**src/rtl/asr_pkg.sv**
```systemverilog
// ----------------------------------------------------------------------------
// asr_pkg
// Shared types, command codes and helpers of the adaptive spike remover.
// ----------------------------------------------------------------------------
package asr_pkg;

    localparam int SAMPLE_W = 32;
    localparam int FACTOR_W = 16;
    localparam int TOTAL_W  = 48;
    localparam int NUMBER_W = 24;
    localparam int MEAN_W   = 32;
    localparam int STATUS_W = 2;
    localparam int CFG_W    = 16;
    localparam int DIV_N_W  = 48;
    localparam int DIV_D_W  = 24;

    localparam logic [FACTOR_W-1:0] FACTOR_RESET = 16'd2560;
    localparam logic [NUMBER_W-1:0] NUMBER_MAX   = 24'hFFFFFF;
    localparam logic [TOTAL_W-1:0]  TOTAL_MAX    = 48'hFFFF_FFFF_FFFF;

    // configuration register indexes
    localparam logic [0:0] CFG_PEAK_FACTOR = 1'b0;
    localparam logic [0:0] CFG_FIX_MODE    = 1'b1;

    // fix status codes
    localparam logic [STATUS_W-1:0] FIX_NONE   = 2'd0;
    localparam logic [STATUS_W-1:0] FIX_DONE   = 2'd1;
    localparam logic [STATUS_W-1:0] FIX_FEW    = 2'd2;
    localparam logic [STATUS_W-1:0] FIX_NOGOOD = 2'd3;

    typedef logic [4:0] t_op;

    localparam t_op OP_NONE        = 5'd0;
    localparam t_op OP_LOAD        = 5'd1;
    localparam t_op OP_PUSH        = 5'd2;
    localparam t_op OP_INC         = 5'd3;
    localparam t_op OP_SUM_FIRST   = 5'd4;
    localparam t_op OP_SUM         = 5'd5;
    localparam t_op OP_SUM_END     = 5'd6;
    localparam t_op OP_MDIV        = 5'd7;
    localparam t_op OP_MEAN        = 5'd8;
    localparam t_op OP_SKIP_DEC    = 5'd9;
    localparam t_op OP_V0          = 5'd10;
    localparam t_op OP_DELTA       = 5'd11;
    localparam t_op OP_PEAK_FEW    = 5'd12;
    localparam t_op OP_PEAK_SEARCH = 5'd13;
    localparam t_op OP_ST_NOGOOD   = 5'd14;
    localparam t_op OP_GFOUND      = 5'd15;
    localparam t_op OP_FIXDONE     = 5'd16;
    localparam t_op OP_BLANK       = 5'd17;
    localparam t_op OP_IMUL        = 5'd18;
    localparam t_op OP_IDIV        = 5'd19;
    localparam t_op OP_IWRITE      = 5'd20;
    localparam t_op OP_ACC         = 5'd21;
    localparam t_op OP_EMIT        = 5'd22;

    typedef struct packed {
        t_op op;
    } t_dp_cmd;

    typedef struct packed {
        logic run;
        logic full;
        logic skip_nz;
        logic rdv;
        logic last;
        logic at_g;
        logic good;
        logic over;
        logic total_nz;
        logic gt_mean;
        logic num_ok;
        logic few;
        logic blank_mode;
        logic div_done;
        logic out_free;
    } t_dp_stat;

    function automatic logic [SAMPLE_W-1:0] absdiff(input logic [SAMPLE_W-1:0] a,
                                                   input logic [SAMPLE_W-1:0] b);
        logic signed [SAMPLE_W:0] d;
        d = $signed({a[SAMPLE_W-1], a}) - $signed({b[SAMPLE_W-1], b});
        return d[SAMPLE_W] ? SAMPLE_W'(-d) : SAMPLE_W'(d);
    endfunction

endpackage

```
**src/rtl/asr_div.sv**
```systemverilog
// ----------------------------------------------------------------------------
// asr_div
// Restoring unsigned divider, one quotient bit per cycle.
// ----------------------------------------------------------------------------
module asr_div (
    input  logic                          i_clk,
    input  logic                          i_rst_n,
    input  logic                          i_start,
    input  logic [asr_pkg::DIV_N_W-1:0]   i_dividend,
    input  logic [asr_pkg::DIV_D_W-1:0]   i_divisor,
    output logic                          o_busy,
    output logic                          o_done,
    output logic [asr_pkg::DIV_N_W-1:0]   o_quot
);
    import asr_pkg::*;

    localparam int CW = $clog2(DIV_N_W);

    logic            r_busy;
    logic            r_done;
    logic [CW-1:0]   r_cnt;
    logic [DIV_D_W:0] r_rem;
    logic [DIV_N_W-1:0] r_q;
    logic [DIV_D_W-1:0] r_div;

    logic [DIV_D_W+1:0] w_sh;
    logic [DIV_D_W+1:0] w_sub;

    assign w_sh  = {r_rem, r_q[DIV_N_W-1]};
    assign w_sub = w_sh - {2'b00, r_div};

    always_ff @(posedge i_clk) begin
        if (!i_rst_n) begin
            r_busy <= 1'b0;
            r_done <= 1'b0;
            r_cnt  <= '0;
        end else begin
            r_done <= 1'b0;
            if (i_start) begin
                r_busy <= 1'b1;
                r_cnt  <= '0;
            end else if (r_busy) begin
                r_cnt <= r_cnt + 1'b1;
                if (r_cnt == CW'(DIV_N_W - 1)) begin
                    r_busy <= 1'b0;
                    r_done <= 1'b1;
                end
            end
        end
    end

    always_ff @(posedge i_clk) begin
        if (i_start) begin
            r_rem <= '0;
            r_q   <= i_dividend;
            r_div <= i_divisor;
        end else if (r_busy) begin
            if (!w_sub[DIV_D_W+1]) begin
                r_rem <= w_sub[DIV_D_W:0];
                r_q   <= {r_q[DIV_N_W-2:0], 1'b1};
            end else begin
                r_rem <= w_sh[DIV_D_W:0];
                r_q   <= {r_q[DIV_N_W-2:0], 1'b0};
            end
        end
    end

    assign o_busy = r_busy;
    assign o_done = r_done;
    assign o_quot = r_q;

endmodule

```
**src/rtl/asr_ctrl.sv**
```systemverilog
// ----------------------------------------------------------------------------
// asr_ctrl
// Sequencer of the spike remover: walks the window and drives the datapath.
// ----------------------------------------------------------------------------
module asr_ctrl (
    input  logic               i_clk,
    input  logic               i_rst_n,
    input  logic               i_s_axis_tvalid,
    output logic               o_s_axis_tready,
    input  asr_pkg::t_dp_stat  i_stat,
    output asr_pkg::t_dp_cmd   o_cmd
);
    import asr_pkg::*;

    localparam logic [4:0] S_IDLE      = 5'd0;
    localparam logic [4:0] S_PUSH      = 5'd1;
    localparam logic [4:0] S_DECIDE    = 5'd2;
    localparam logic [4:0] S_SUM_FIRST = 5'd3;
    localparam logic [4:0] S_SUM       = 5'd4;
    localparam logic [4:0] S_SUM_END   = 5'd5;
    localparam logic [4:0] S_MDIV      = 5'd6;
    localparam logic [4:0] S_MDIVW     = 5'd7;
    localparam logic [4:0] S_CHK0      = 5'd8;
    localparam logic [4:0] S_FIND      = 5'd9;
    localparam logic [4:0] S_CMP       = 5'd10;
    localparam logic [4:0] S_GWAIT     = 5'd11;
    localparam logic [4:0] S_GOOD      = 5'd12;
    localparam logic [4:0] S_FWAIT     = 5'd13;
    localparam logic [4:0] S_FIX       = 5'd14;
    localparam logic [4:0] S_IDIV      = 5'd15;
    localparam logic [4:0] S_IDIVW     = 5'd16;
    localparam logic [4:0] S_FIN       = 5'd17;

    logic [4:0] r_state;
    logic [4:0] n_state;

    assign o_s_axis_tready = (r_state == S_IDLE);

    always_comb begin
        n_state  = r_state;
        o_cmd.op = OP_NONE;
        unique case (r_state)
            S_IDLE: begin
                if (i_s_axis_tvalid) begin
                    o_cmd.op = OP_LOAD;
                    n_state  = S_PUSH;
                end
            end
            S_PUSH: begin
                o_cmd.op = OP_PUSH;
                n_state  = S_DECIDE;
            end
            S_DECIDE: begin
                priority if (!i_stat.run) begin
                    if (i_stat.full) begin
                        o_cmd.op = OP_INC;
                        n_state  = S_SUM_FIRST;
                    end else begin
                        n_state = S_FIN;
                    end
                end else if (i_stat.skip_nz) begin
                    o_cmd.op = OP_SKIP_DEC;
                    n_state  = S_FIN;
                end else begin
                    o_cmd.op = OP_INC;
                    n_state  = S_CHK0;
                end
            end
            S_SUM_FIRST: begin
                o_cmd.op = OP_SUM_FIRST;
                n_state  = S_SUM;
            end
            S_SUM: begin
                o_cmd.op = OP_SUM;
                if (i_stat.last) n_state = S_SUM_END;
            end
            S_SUM_END: begin
                o_cmd.op = OP_SUM_END;
                n_state  = S_MDIV;
            end
            S_MDIV: begin
                o_cmd.op = OP_MDIV;
                n_state  = S_MDIVW;
            end
            S_MDIVW: begin
                if (i_stat.div_done) begin
                    o_cmd.op = OP_MEAN;
                    n_state  = S_FIN;
                end
            end
            S_CHK0: begin
                if (i_stat.rdv) begin
                    o_cmd.op = OP_V0;
                    n_state  = S_FIND;
                end else begin
                    n_state = S_FIN;
                end
            end
            S_FIND: begin
                priority if (i_stat.rdv) begin
                    o_cmd.op = OP_DELTA;
                    n_state  = S_CMP;
                end else if (i_stat.last) begin
                    n_state = S_FIN;
                end else begin
                    o_cmd.op = OP_INC;
                end
            end
            S_CMP: begin
                priority if (i_stat.total_nz && i_stat.over) begin
                    if (i_stat.few) begin
                        o_cmd.op = OP_PEAK_FEW;
                        n_state  = S_FIN;
                    end else begin
                        o_cmd.op = OP_PEAK_SEARCH;
                        n_state  = S_GWAIT;
                    end
                end else if (i_stat.gt_mean && i_stat.num_ok) begin
                    o_cmd.op = OP_ACC;
                    n_state  = S_MDIV;
                end else begin
                    n_state = S_FIN;
                end
            end
            S_GWAIT: begin
                o_cmd.op = OP_INC;
                n_state  = S_GOOD;
            end
            S_GOOD: begin
                priority if (i_stat.good) begin
                    o_cmd.op = OP_GFOUND;
                    n_state  = S_FWAIT;
                end else if (i_stat.last) begin
                    o_cmd.op = OP_ST_NOGOOD;
                    n_state  = S_FIN;
                end else begin
                    o_cmd.op = OP_INC;
                end
            end
            S_FWAIT: begin
                n_state = S_FIX;
            end
            S_FIX: begin
                priority if (i_stat.at_g) begin
                    o_cmd.op = OP_FIXDONE;
                    n_state  = S_FIN;
                end else if (!i_stat.rdv) begin
                    o_cmd.op = OP_INC;
                    n_state  = S_FWAIT;
                end else if (i_stat.blank_mode) begin
                    o_cmd.op = OP_BLANK;
                    n_state  = S_FWAIT;
                end else begin
                    o_cmd.op = OP_IMUL;
                    n_state  = S_IDIV;
                end
            end
            S_IDIV: begin
                o_cmd.op = OP_IDIV;
                n_state  = S_IDIVW;
            end
            S_IDIVW: begin
                if (i_stat.div_done) begin
                    o_cmd.op = OP_IWRITE;
                    n_state  = S_FWAIT;
                end
            end
            S_FIN: begin
                if (i_stat.out_free) begin
                    o_cmd.op = OP_EMIT;
                    n_state  = S_IDLE;
                end
            end
            default: begin
                n_state = S_IDLE;
            end
        endcase
    end

    always_ff @(posedge i_clk) begin
        if (!i_rst_n) begin
            r_state <= S_IDLE;
        end else begin
            r_state <= n_state;
        end
    end

    a_div_wait: assert property (@(posedge i_clk) disable iff (!i_rst_n)
        (r_state == S_MDIV || r_state == S_IDIV) |=> !i_stat.div_done)
        else $error("divider finished right after start");

    a_emit_free: assert property (@(posedge i_clk) disable iff (!i_rst_n)
        (o_cmd.op == OP_EMIT) |-> i_stat.out_free)
        else $error("result emitted into a full output register");

    a_load_idle: assert property (@(posedge i_clk) disable iff (!i_rst_n)
        (o_cmd.op == OP_LOAD) |=> (r_state == S_PUSH))
        else $error("beat taken outside idle");

endmodule

```
**src/rtl/asr_dp.sv**
```systemverilog
// ----------------------------------------------------------------------------
// asr_dp
// Datapath: sample ring, delta statistics, threshold test, repair and
// output register.
// ----------------------------------------------------------------------------
module asr_dp #(
    parameter int WINDOW_DEPTH = 12
) (
    input  logic                          i_clk,
    input  logic                          i_rst_n,
    input  asr_pkg::t_dp_cmd              i_cmd,
    output asr_pkg::t_dp_stat             o_stat,
    input  logic                          i_cfg_we,
    input  logic [0:0]                    i_cfg_addr,
    input  logic [asr_pkg::CFG_W-1:0]     i_cfg_wdata,
    input  logic [asr_pkg::SAMPLE_W-1:0]  i_s_axis_tdata,
    input  logic [0:0]                    i_s_axis_tuser,
    output logic                          o_m_axis_tvalid,
    input  logic                          i_m_axis_tready,
    output logic [asr_pkg::SAMPLE_W-1:0]  o_m_axis_tdata,
    output logic [3:0]                    o_m_axis_tuser
);
    import asr_pkg::*;

    localparam int AW = $clog2(WINDOW_DEPTH);
    localparam int IW = $clog2(WINDOW_DEPTH + 1);
    localparam int SW = AW + 1;
    localparam int NW = SAMPLE_W + 2 + IW;

    // configuration
    logic [FACTOR_W-1:0] r_factor;
    logic                r_fix_mode;

    // ring
    logic [SAMPLE_W-1:0]     r_mem [WINDOW_DEPTH];
    logic [WINDOW_DEPTH-1:0] r_vld;
    logic [SAMPLE_W-1:0]     r_rd;
    logic                    r_rdv;

    // control state
    logic [AW-1:0]       r_ptr;
    logic [IW-1:0]       r_count;
    logic [IW-1:0]       r_idx;
    logic [IW-1:0]       r_ridx;
    logic [IW-1:0]       r_skip;
    logic [IW-1:0]       r_g;
    logic                r_run;
    logic                r_out_full;

    // statistics and work registers
    logic [TOTAL_W-1:0]  r_total;
    logic [NUMBER_W-1:0] r_number;
    logic [MEAN_W-1:0]   r_mean;
    logic [TOTAL_W-1:0]  r_acc;
    logic [SAMPLE_W-1:0] r_prev;
    logic [SAMPLE_W-1:0] r_v0;
    logic [SAMPLE_W-1:0] r_delta;
    logic [TOTAL_W-1:0]  r_prod;
    logic [SAMPLE_W:0]   r_diff;
    logic [NW-1:0]       r_num;
    logic                r_neg;

    // input latch and result
    logic [SAMPLE_W-1:0] r_in_value;
    logic                r_in_ok;
    logic [SAMPLE_W-1:0] r_res_value;
    logic                r_res_valid;
    logic                r_res_peak;
    logic [STATUS_W-1:0] r_res_status;
    logic [SAMPLE_W-1:0] r_out_value;
    logic [3:0]          r_out_user;

    logic [AW-1:0]       w_raddr;
    logic [AW-1:0]       w_waddr;
    logic [SAMPLE_W-1:0] w_sdelta;
    logic [SAMPLE_W-1:0] w_gdelta;
    logic [TOTAL_W:0]    w_acc_sum;
    logic [TOTAL_W:0]    w_tot_sum;
    logic [NW-1:0]       w_nmag;
    logic [NW-1:0]       w_q;
    logic [NW-1:0]       w_ival;
    logic                w_div_start;
    logic [DIV_N_W-1:0]  w_div_n;
    logic [DIV_D_W-1:0]  w_div_d;
    logic                w_div_busy;
    logic                w_div_done;
    logic [DIV_N_W-1:0]  w_quot;
    logic [IW-1:0]       w_cnt_dec;

    function automatic logic [AW-1:0] at_addr(input logic [AW-1:0] ptr,
                                              input logic [IW-1:0] idx);
        logic [SW-1:0] s;
        s = SW'(ptr) + SW'(idx);
        if (s >= SW'(WINDOW_DEPTH)) s = s - SW'(WINDOW_DEPTH);
        return s[AW-1:0];
    endfunction

    assign w_raddr   = at_addr(r_ptr, r_idx);
    assign w_waddr   = at_addr(r_ptr, r_ridx);
    assign w_sdelta  = absdiff(r_rd, r_prev);
    assign w_gdelta  = absdiff(r_rd, r_v0);
    assign w_acc_sum = {1'b0, r_acc} + (TOTAL_W + 1)'(w_sdelta);
    assign w_tot_sum = {1'b0, r_total} + (TOTAL_W + 1)'(r_delta);
    assign w_nmag    = r_num[NW-1] ? -r_num : r_num;
    assign w_q       = r_neg ? -w_quot[NW-1:0] : w_quot[NW-1:0];
    assign w_ival    = {{(NW - SAMPLE_W){r_v0[SAMPLE_W-1]}}, r_v0} + w_q;
    assign w_cnt_dec = (r_count != '0) ? r_count - 1'b1 : r_count;

    assign w_div_start = (i_cmd.op == OP_MDIV) || (i_cmd.op == OP_IDIV);
    assign w_div_n     = (i_cmd.op == OP_IDIV) ? {{(DIV_N_W - NW){1'b0}}, w_nmag} : r_total;
    assign w_div_d     = (i_cmd.op == OP_IDIV) ? DIV_D_W'(r_g) : r_number;

    asr_div u_div (
        .i_clk      (i_clk),
        .i_rst_n    (i_rst_n),
        .i_start    (w_div_start),
        .i_dividend (w_div_n),
        .i_divisor  (w_div_d),
        .o_busy     (w_div_busy),
        .o_done     (w_div_done),
        .o_quot     (w_quot)
    );

    // ring memory, registered read
    always_ff @(posedge i_clk) begin
        if (i_cmd.op == OP_PUSH) begin
            r_mem[r_ptr] <= r_in_value;
        end else if (i_cmd.op == OP_IWRITE) begin
            r_mem[w_waddr] <= w_ival[SAMPLE_W-1:0];
        end
        r_rd <= r_mem[w_raddr];
    end

    // control state
    always_ff @(posedge i_clk) begin
        if (!i_rst_n) begin
            r_factor   <= FACTOR_RESET;
            r_fix_mode <= 1'b0;
            r_vld      <= '0;
            r_rdv      <= 1'b0;
            r_ptr      <= '0;
            r_count    <= '0;
            r_idx      <= '0;
            r_ridx     <= '0;
            r_skip     <= '0;
            r_g        <= '0;
            r_run      <= 1'b0;
            r_out_full <= 1'b0;
            r_total    <= '0;
            r_number   <= '0;
            r_mean     <= '0;
        end else begin
            if (i_cfg_we) begin
                unique case (i_cfg_addr)
                    CFG_PEAK_FACTOR: r_factor   <= i_cfg_wdata;
                    CFG_FIX_MODE:    r_fix_mode <= i_cfg_wdata[0];
                    default:         r_factor   <= r_factor;
                endcase
            end
            r_rdv  <= r_vld[w_raddr];
            r_ridx <= r_idx;
            if (r_out_full && i_m_axis_tready && (i_cmd.op != OP_EMIT)) r_out_full <= 1'b0;
            unique case (i_cmd.op)
                OP_PUSH: begin
                    r_vld[r_ptr] <= r_in_ok;
                    r_count <= ((r_rdv) ? w_cnt_dec : r_count) + IW'(r_in_ok);
                    r_ptr   <= (r_ptr == AW'(WINDOW_DEPTH - 1)) ? '0 : r_ptr + 1'b1;
                end
                OP_INC, OP_SUM_FIRST, OP_SUM, OP_V0: begin
                    if (r_idx != IW'(WINDOW_DEPTH)) r_idx <= r_idx + 1'b1;
                end
                OP_SUM_END: begin
                    r_total  <= r_acc;
                    r_number <= NUMBER_W'(WINDOW_DEPTH - 1);
                    r_run    <= 1'b1;
                end
                OP_MEAN: begin
                    r_mean <= w_quot[MEAN_W-1:0];
                end
                OP_SKIP_DEC: begin
                    r_skip <= r_skip - 1'b1;
                end
                OP_PEAK_SEARCH: begin
                    r_idx <= IW'(2);
                end
                OP_GFOUND: begin
                    r_g   <= r_ridx;
                    r_idx <= IW'(1);
                end
                OP_FIXDONE: begin
                    r_skip <= r_g;
                end
                OP_BLANK: begin
                    r_vld[w_waddr] <= 1'b0;
                    r_count <= w_cnt_dec;
                    r_idx   <= r_idx + 1'b1;
                end
                OP_IWRITE: begin
                    r_idx <= r_idx + 1'b1;
                end
                OP_ACC: begin
                    r_number <= r_number + 1'b1;
                    r_total  <= w_tot_sum[TOTAL_W] ? TOTAL_MAX : w_tot_sum[TOTAL_W-1:0];
                end
                OP_EMIT: begin
                    r_idx      <= '0;
                    r_out_full <= 1'b1;
                end
                default: begin
                end
            endcase
        end
    end

    // work registers
    always_ff @(posedge i_clk) begin
        unique case (i_cmd.op)
            OP_LOAD: begin
                r_in_value <= i_s_axis_tuser[0] ? i_s_axis_tdata : '0;
                r_in_ok    <= i_s_axis_tuser[0];
            end
            OP_PUSH: begin
                r_res_value  <= r_rdv ? r_rd : '0;
                r_res_valid  <= r_rdv;
                r_res_peak   <= 1'b0;
                r_res_status <= FIX_NONE;
            end
            OP_SUM_FIRST: begin
                r_prev <= r_rd;
                r_acc  <= '0;
            end
            OP_SUM: begin
                r_prev <= r_rd;
                r_acc  <= w_acc_sum[TOTAL_W] ? TOTAL_MAX : w_acc_sum[TOTAL_W-1:0];
            end
            OP_V0: begin
                r_v0   <= r_rd;
                r_prod <= TOTAL_W'(r_factor) * TOTAL_W'(r_mean);
            end
            OP_DELTA: begin
                r_delta <= w_gdelta;
            end
            OP_PEAK_FEW: begin
                r_res_peak   <= 1'b1;
                r_res_status <= FIX_FEW;
            end
            OP_PEAK_SEARCH: begin
                r_res_peak <= 1'b1;
            end
            OP_ST_NOGOOD: begin
                r_res_status <= FIX_NOGOOD;
            end
            OP_GFOUND: begin
                r_diff <= {r_rd[SAMPLE_W-1], r_rd} - {r_v0[SAMPLE_W-1], r_v0};
            end
            OP_FIXDONE: begin
                r_res_status <= FIX_DONE;
            end
            OP_IMUL: begin
                r_num <= $signed({{(NW - IW){1'b0}}, r_ridx})
                       * $signed({{(NW - SAMPLE_W - 1){r_diff[SAMPLE_W]}}, r_diff});
            end
            OP_IDIV: begin
                r_neg <= r_num[NW-1];
            end
            OP_EMIT: begin
                r_out_value <= r_res_value;
                r_out_user  <= {r_res_status, r_res_peak, r_res_valid};
            end
            default: begin
            end
        endcase
    end

    assign o_stat.run        = r_run;
    assign o_stat.full       = (r_count >= IW'(WINDOW_DEPTH));
    assign o_stat.skip_nz    = (r_skip != '0);
    assign o_stat.rdv        = r_rdv;
    assign o_stat.last       = (r_ridx == IW'(WINDOW_DEPTH - 1));
    assign o_stat.at_g       = (r_ridx == r_g);
    assign o_stat.good       = r_rdv && !({8'b0, w_gdelta, 8'b0} > r_prod);
    assign o_stat.over       = ({8'b0, r_delta, 8'b0} > r_prod);
    assign o_stat.total_nz   = (r_total != '0);
    assign o_stat.gt_mean    = (r_delta > r_mean);
    assign o_stat.num_ok     = (r_number != NUMBER_MAX);
    assign o_stat.few        = (r_count <= IW'(2));
    assign o_stat.blank_mode = r_fix_mode;
    assign o_stat.div_done   = w_div_done;
    assign o_stat.out_free   = !r_out_full || i_m_axis_tready;

    assign o_m_axis_tvalid = r_out_full;
    assign o_m_axis_tdata  = r_out_value;
    assign o_m_axis_tuser  = r_out_user;

    a_count_max: assert property (@(posedge i_clk) disable iff (!i_rst_n)
        r_count <= IW'(WINDOW_DEPTH))
        else $error("valid count above window depth");

    a_run_sticky: assert property (@(posedge i_clk) disable iff (!i_rst_n)
        r_run |=> r_run)
        else $error("run phase left");

    a_div_idle: assert property (@(posedge i_clk) disable iff (!i_rst_n)
        w_div_start |-> !w_div_busy)
        else $error("divider restarted while busy");

    a_skip_max: assert property (@(posedge i_clk) disable iff (!i_rst_n)
        r_skip < IW'(WINDOW_DEPTH))
        else $error("skip count out of range");

endmodule

```
**src/rtl/adaptive_spike_remover.sv**
```systemverilog
// ----------------------------------------------------------------------------
// adaptive_spike_remover
// Ring window spike detector with interpolation or blanking of outliers.
//
//  channel   dir  tdata             tuser
//  s_axis    in   sample_value      [0] sample_valid
//  m_axis    out  out_value         [0] out_valid [1] peak_found [3:2] fix_status
//  cfg       in   0 peak_factor, 1 fix_mode (write only)
//
// one beat in, one beat out; a beat is accepted only in idle, so each push runs
// to completion before the next ready: an unchecked push is shortest, a checked push
// walks past no-data entries, the start-up push walks the whole window, and growth
// of the mean and each interpolated point also wait on the divider, all on top of
// the window walk.
// synchronous active-low reset clears the window to no-data at once.
// a new beat is taken while the previous result waits on m_axis.
// ----------------------------------------------------------------------------
module adaptive_spike_remover #(
    parameter int WINDOW_DEPTH = 12
) (
    input  logic                          i_clk,
    input  logic                          i_rst_n,
    input  logic                          i_s_axis_tvalid,
    output logic                          o_s_axis_tready,
    input  logic [asr_pkg::SAMPLE_W-1:0]  i_s_axis_tdata,  // sample_value
    input  logic [0:0]                    i_s_axis_tuser,  // sample_valid
    output logic                          o_m_axis_tvalid,
    input  logic                          i_m_axis_tready,
    output logic [asr_pkg::SAMPLE_W-1:0]  o_m_axis_tdata,  // out_value
    output logic [3:0]                    o_m_axis_tuser,  // out_valid, peak_found, fix_status
    input  logic                          i_cfg_we,
    input  logic [0:0]                    i_cfg_addr,
    input  logic [asr_pkg::CFG_W-1:0]     i_cfg_wdata
);
    import asr_pkg::*;

    t_dp_cmd  w_cmd;
    t_dp_stat w_stat;

    asr_ctrl u_ctrl (
        .i_clk           (i_clk),
        .i_rst_n         (i_rst_n),
        .i_s_axis_tvalid (i_s_axis_tvalid),
        .o_s_axis_tready (o_s_axis_tready),
        .i_stat          (w_stat),
        .o_cmd           (w_cmd)
    );

    asr_dp #(
        .WINDOW_DEPTH (WINDOW_DEPTH)
    ) u_dp (
        .i_clk           (i_clk),
        .i_rst_n         (i_rst_n),
        .i_cmd           (w_cmd),
        .o_stat          (w_stat),
        .i_cfg_we        (i_cfg_we),
        .i_cfg_addr      (i_cfg_addr),
        .i_cfg_wdata     (i_cfg_wdata),
        .i_s_axis_tdata  (i_s_axis_tdata),
        .i_s_axis_tuser  (i_s_axis_tuser),
        .o_m_axis_tvalid (o_m_axis_tvalid),
        .i_m_axis_tready (i_m_axis_tready),
        .o_m_axis_tdata  (o_m_axis_tdata),
        .o_m_axis_tuser  (o_m_axis_tuser)
    );

endmodule

```
**config.mk**
```make
export PLATFORM = sky130hd
export DESIGN_NAME = adaptive_spike_remover
export DESIGN_NICKNAME = d
export VERILOG_FILES = /design/src/rtl/asr_pkg.sv /design/src/rtl/asr_div.sv /design/src/rtl/asr_ctrl.sv /design/src/rtl/asr_dp.sv /design/src/rtl/adaptive_spike_remover.sv
export SDC_FILE = /design/constraint.sdc
export NUM_CORES = 2
export LEC_CHECK = 0
export BUFFER_PORTS_ARGS = -buffer_cell sky130_fd_sc_hd__buf_4
export CAP_MARGIN = 5
export CORE_MARGIN = 4
export CORE_UTILIZATION = 59
export CTS_BUF_LIST = sky130_fd_sc_hd__clkbuf_16
export DETAILED_ROUTE_END_ITERATION = 6
export HOLD_SLACK_MARGIN = 0.05
export PLACE_DENSITY = 0.75
export SETUP_SLACK_MARGIN = 0.4
export SYNTH_ARGS = -nofsm -noshare
export SYNTH_HDL_FRONTEND = slang
export SYNTH_SLANG_ARGS = --single-unit
```
**constraint.sdc**
```tcl
create_clock -name i_clk -period 12.7 [get_ports i_clk]
set_input_delay 2.54 -clock i_clk [delete_from_list [all_inputs] [get_ports i_clk]]
set_output_delay 2.54 -clock i_clk [all_outputs]
set_load 0.01 [all_outputs]
```
==> results by group <==
Status
  • Status: complete, no violations

Synth
  • Mapped Cells: 7,309
  • Post-synthesis sequential area ratio: slightly below 40%
  • FF+latch count, synth: 1,055
  • Syn_nets: 8,358
  • Post-synth EDFFs: 825
  • Synth cell types: 91
  • Top cell type's share of synthesized area: 32.82%
  • Synth warn: 0
  • Top cell type by total area after synthesis: edfxtp_1
  • Most used DFF post-synth: edfxtp_1
  • Synth area leaders: edfxtp_1 33%, fa_1 13%, ha_1 8.3%
  • Post-Syn Area: 0.07549 mm²
  • Synth Area per Inst: 10.33 µm²
  • Async set-reset flop share out of synthesis: 0%

Worst hold path
  • Hold_sp: u_dp.r_res_value[25]
  • WHS Endpoint: u_dp.o_m_axis_tdata[25]
  • Worst Hold Class: register to register
  • Worst Hold Depth: 0

Setup path
  • Critical-path maximum fanout: 17
  • Launching point of the worst reg2reg path: u_dp.r_v0[1]
  • R2R cell count: 26
  • Worst path most repeated cell: a21oi_1
  • Crit-path max cell delay: 580 ps
  • Worst EP arrival: around 9000 ps
  • R2R setup slack: roughly 4200 ps
  • Crit. End Element: register
  • WS Path Type: register to register
  • Reg-to-reg endpoint: u_dp.r_count[1]
  • CP max stage cell: nor4_1
  • Worst setup SP type: register
  • WP data required: 13,350 ps

Floorplan
  • Horiz. Die Dim: about 370 µm
  • Overall die height: 365.7 µm
  • Starting Density: 59.73%
  • Boundary Pins: 93
  • Row count: 130
  • Core box area: approximately 0.13 mm²
  • Total Die Area: 0.1337 mm²

Drt
  • DRC: 0
  • Drt via density: 6.219
  • Drt total wl: 215,400 µm
  • Drt wl/cell: about 24 µm
  • Final ANT Viol Nets: 0
  • Drt pass-1 iters: 6
  • DR iter-0 viols: 5,730
  • Vias post-DR: around 56,000

Global route
  • Initial antenna violation count: 7
  • M3 GR Usage: 4.972%
  • GR Util met1: 43.88%
  • Grt met2 use: 52.56%
  • GRT Total Usage: ~33%
  • Largest net degree at the start of global routing: 77
  • Grt peak-use layer: met2
  • Grt ovf: 0
  • First-pass GRT wire length: roughly 330,000 µm
  • Vias in the first global route: around 55,000

Clocking
  • CTS Root Cell: clkbuf_16
  • TritonCTS clock tree: built
  • Clock Latency Late Sink: around 790 ps
  • Post-CTS setup repair buffer count: 0
  • Clk sink count: 1,055
  • CTS H-tree depth: 3
  • Cts hold-fix bufs: 0
  • Total CTS buffers: 111
  • Max Buffers Root-to-Sink: 3
  • Post-cts gate resize count: 0
  • Clock slew at reported path FFs: 60 ps

STA
  • Final min period: between 8000 and 9000 ps
  • Setup TNS: 0 ps
  • Final setup violation count: 0
  • Max-slew violation count: 0
  • Unrepaired setup endpoints after global routing: no
  • Final worst-path cycle share: 67.22%
  • Hold Slack: between 400 and 500 ps
  • Worst Tran Pin Value: about 1300 ps
  • Max Fclk: 117.1 MHz
  • Clk_skew: 110.0 ps
  • Final Hold Fails: 0
  • Relative slew margins: 11.69%

Placed design
  • Inst Count DP: approximately 8,800
  • Port Buffers: 92
  • GP Congestion: 0.9610
  • Detailed Place HPWL: 157,700 µm

Power and ir drop
  • Power per cell area: 187.5 mW/mm²
  • Pleak: 34.05 nW
  • VDD IR-drop max: 0.3272 mV
  • Power, Total: 15.33 mW

Cells and area
  • # fillers: 9,825
  • Final net count: 8,351
  • Area grow syn2layout: 8.307%
  • Most common library cell in the layout ignoring fill and taps: nand2_1
  • Layout cells sized above 1: 7.392%
  • Most frequent cells in the layout: 870 x nand2_1, 827 x inv_1, 825 x edfxtp_1, 500 x ha_1, 492 x fa_1
  • Final cell count without fillers: roughly 9,000

Flow run
  • Max-Cap Viols: 0
[worst max path at each step]
stage	start	endpoint	slack, ps	depth (start not counted)
final	u_dp.r_v0[1]	u_dp.r_count[1]	4160	26
after global routing	u_dp.r_rd[0]	u_dp.r_count[1]	3680	29
after CTS	u_dp.r_v0[1]	u_dp.r_count[1]	4430	26
after detailed placement	u_dp.r_v0[1]	u_dp.r_count[1]	4570	26
after global placement	u_dp.r_v0[0]	u_dp.r_count[1]	4630	28
after floorplan	u_dp.r_v0[1]	u_dp.r_num[0]	3500	22
[metrics by stage]
step | utilization [%] | setup WS [ps] | instance area, µm²
2_1_floorplan | - | 3499 | 75490
3_3_place_gp | 61.70 | 4628 | 77980
3_5_place_dp | 61.70 | 4574 | 77980
4_1_cts | 64.65 | 4430 | 81710
5_1_grt | 64.68 | 3684 | 81750
6_report | 64.69 | 4163 | 81760
[cells in the mapped netlist, drive strengths merged (11+ instances only)]
library cell	n
nor2b	46
nand3b	13
and2	373
nand4	74
nor2	308
a221oi	28
mux2	11
xor2	139
o211ai	11
edfxtp	825
mux4	99
buf	27
o22ai	11
mux2i	91
ha	501
nand3	95
and4	11
a211oi	44
or3	42
xnor2	244
nand2b	52
nor3	93
or4	15
inv	804
a21boi	12
or2	16
a21o	171
and3	58
o2111ai	12
dfxtp	230
clkbuf	286
o21bai	38
a21oi	480
o31ai	55
nand2	871
a31oi	45
o41ai	11
nor4	34
o21a	42
o21ai	362
fa	493
[power by group]
group / switching (mW) / total, mW / internal [mW]
clock network: 1.47 / 3.33 / 1.86
registers: 0.325 / 4.70 / 4.38
logic: 4.45 / 7.29 / 2.84
[worst max-delay path, delay by kind of cell, from the launching register on]
kind / cells / cell delay [ps]
flip-flops: 1 / 470
XOR/XNOR: 2 / 750
buffers and inverters: 2 / 330
adder cells (fa/ha/maj): 2 / 590
multiplexers: 1 / 380
AO/OA/AOI/OAI: 12 / 3680
AND/OR/NAND/NOR: 7 / 2170
[registers in the layout, indices dropped and copies added (netlist names), 33 cells and up]
signal             cells
u_dp.r_mem           384
u_dp.r_acc            48
u_dp.r_prod           48
u_dp.r_total          48
u_dp.u_div.o_quot     48
u_dp.r_num            38
u_dp.r_diff           33
[final cells by class]
cell class | count | area (µm²) | share of cell area [%]
clock inverters | 99 | 928.4 | 1.136
inverters | 805 | 3025 | 3.700
flip-flops and latches | 1055 | 29380 | 35.93
well taps | 1650 | 2064 | 2.525
diodes | 4 | 10.01 | 0.01224
clock buffers | 112 | 2803 | 3.428
repair buffers | 193 | 1441 | 1.763
multi-input cells | 5136 | 42110 | 51.50
[per-layer routing]
| layer | up-vias | part of all wire, % |
|---|---|---|
| met5 | - | 0.018 |
| met1 | 27870 | 40 |
| met2 | 2589 | 47 |
| met4 | 6 | 5.2 |
| met3 | 529 | 8.3 |
| li1 | 25310 | - |
[cells by family after synthesis]
group | Yosys count | synth area share [%]
multiplexers | 201 | 4.324
adder cells (fa/ha/maj) | 994 | 21.38
buffers and inverters | 1118 | 5.574
XOR/XNOR | 383 | 4.444
AO/OA/AOI/OAI | 1432 | 11.75
AND/OR/NAND/NOR | 2126 | 13.61
flip-flops | 1055 | 38.92
Power figures use the tool's default switching activity.
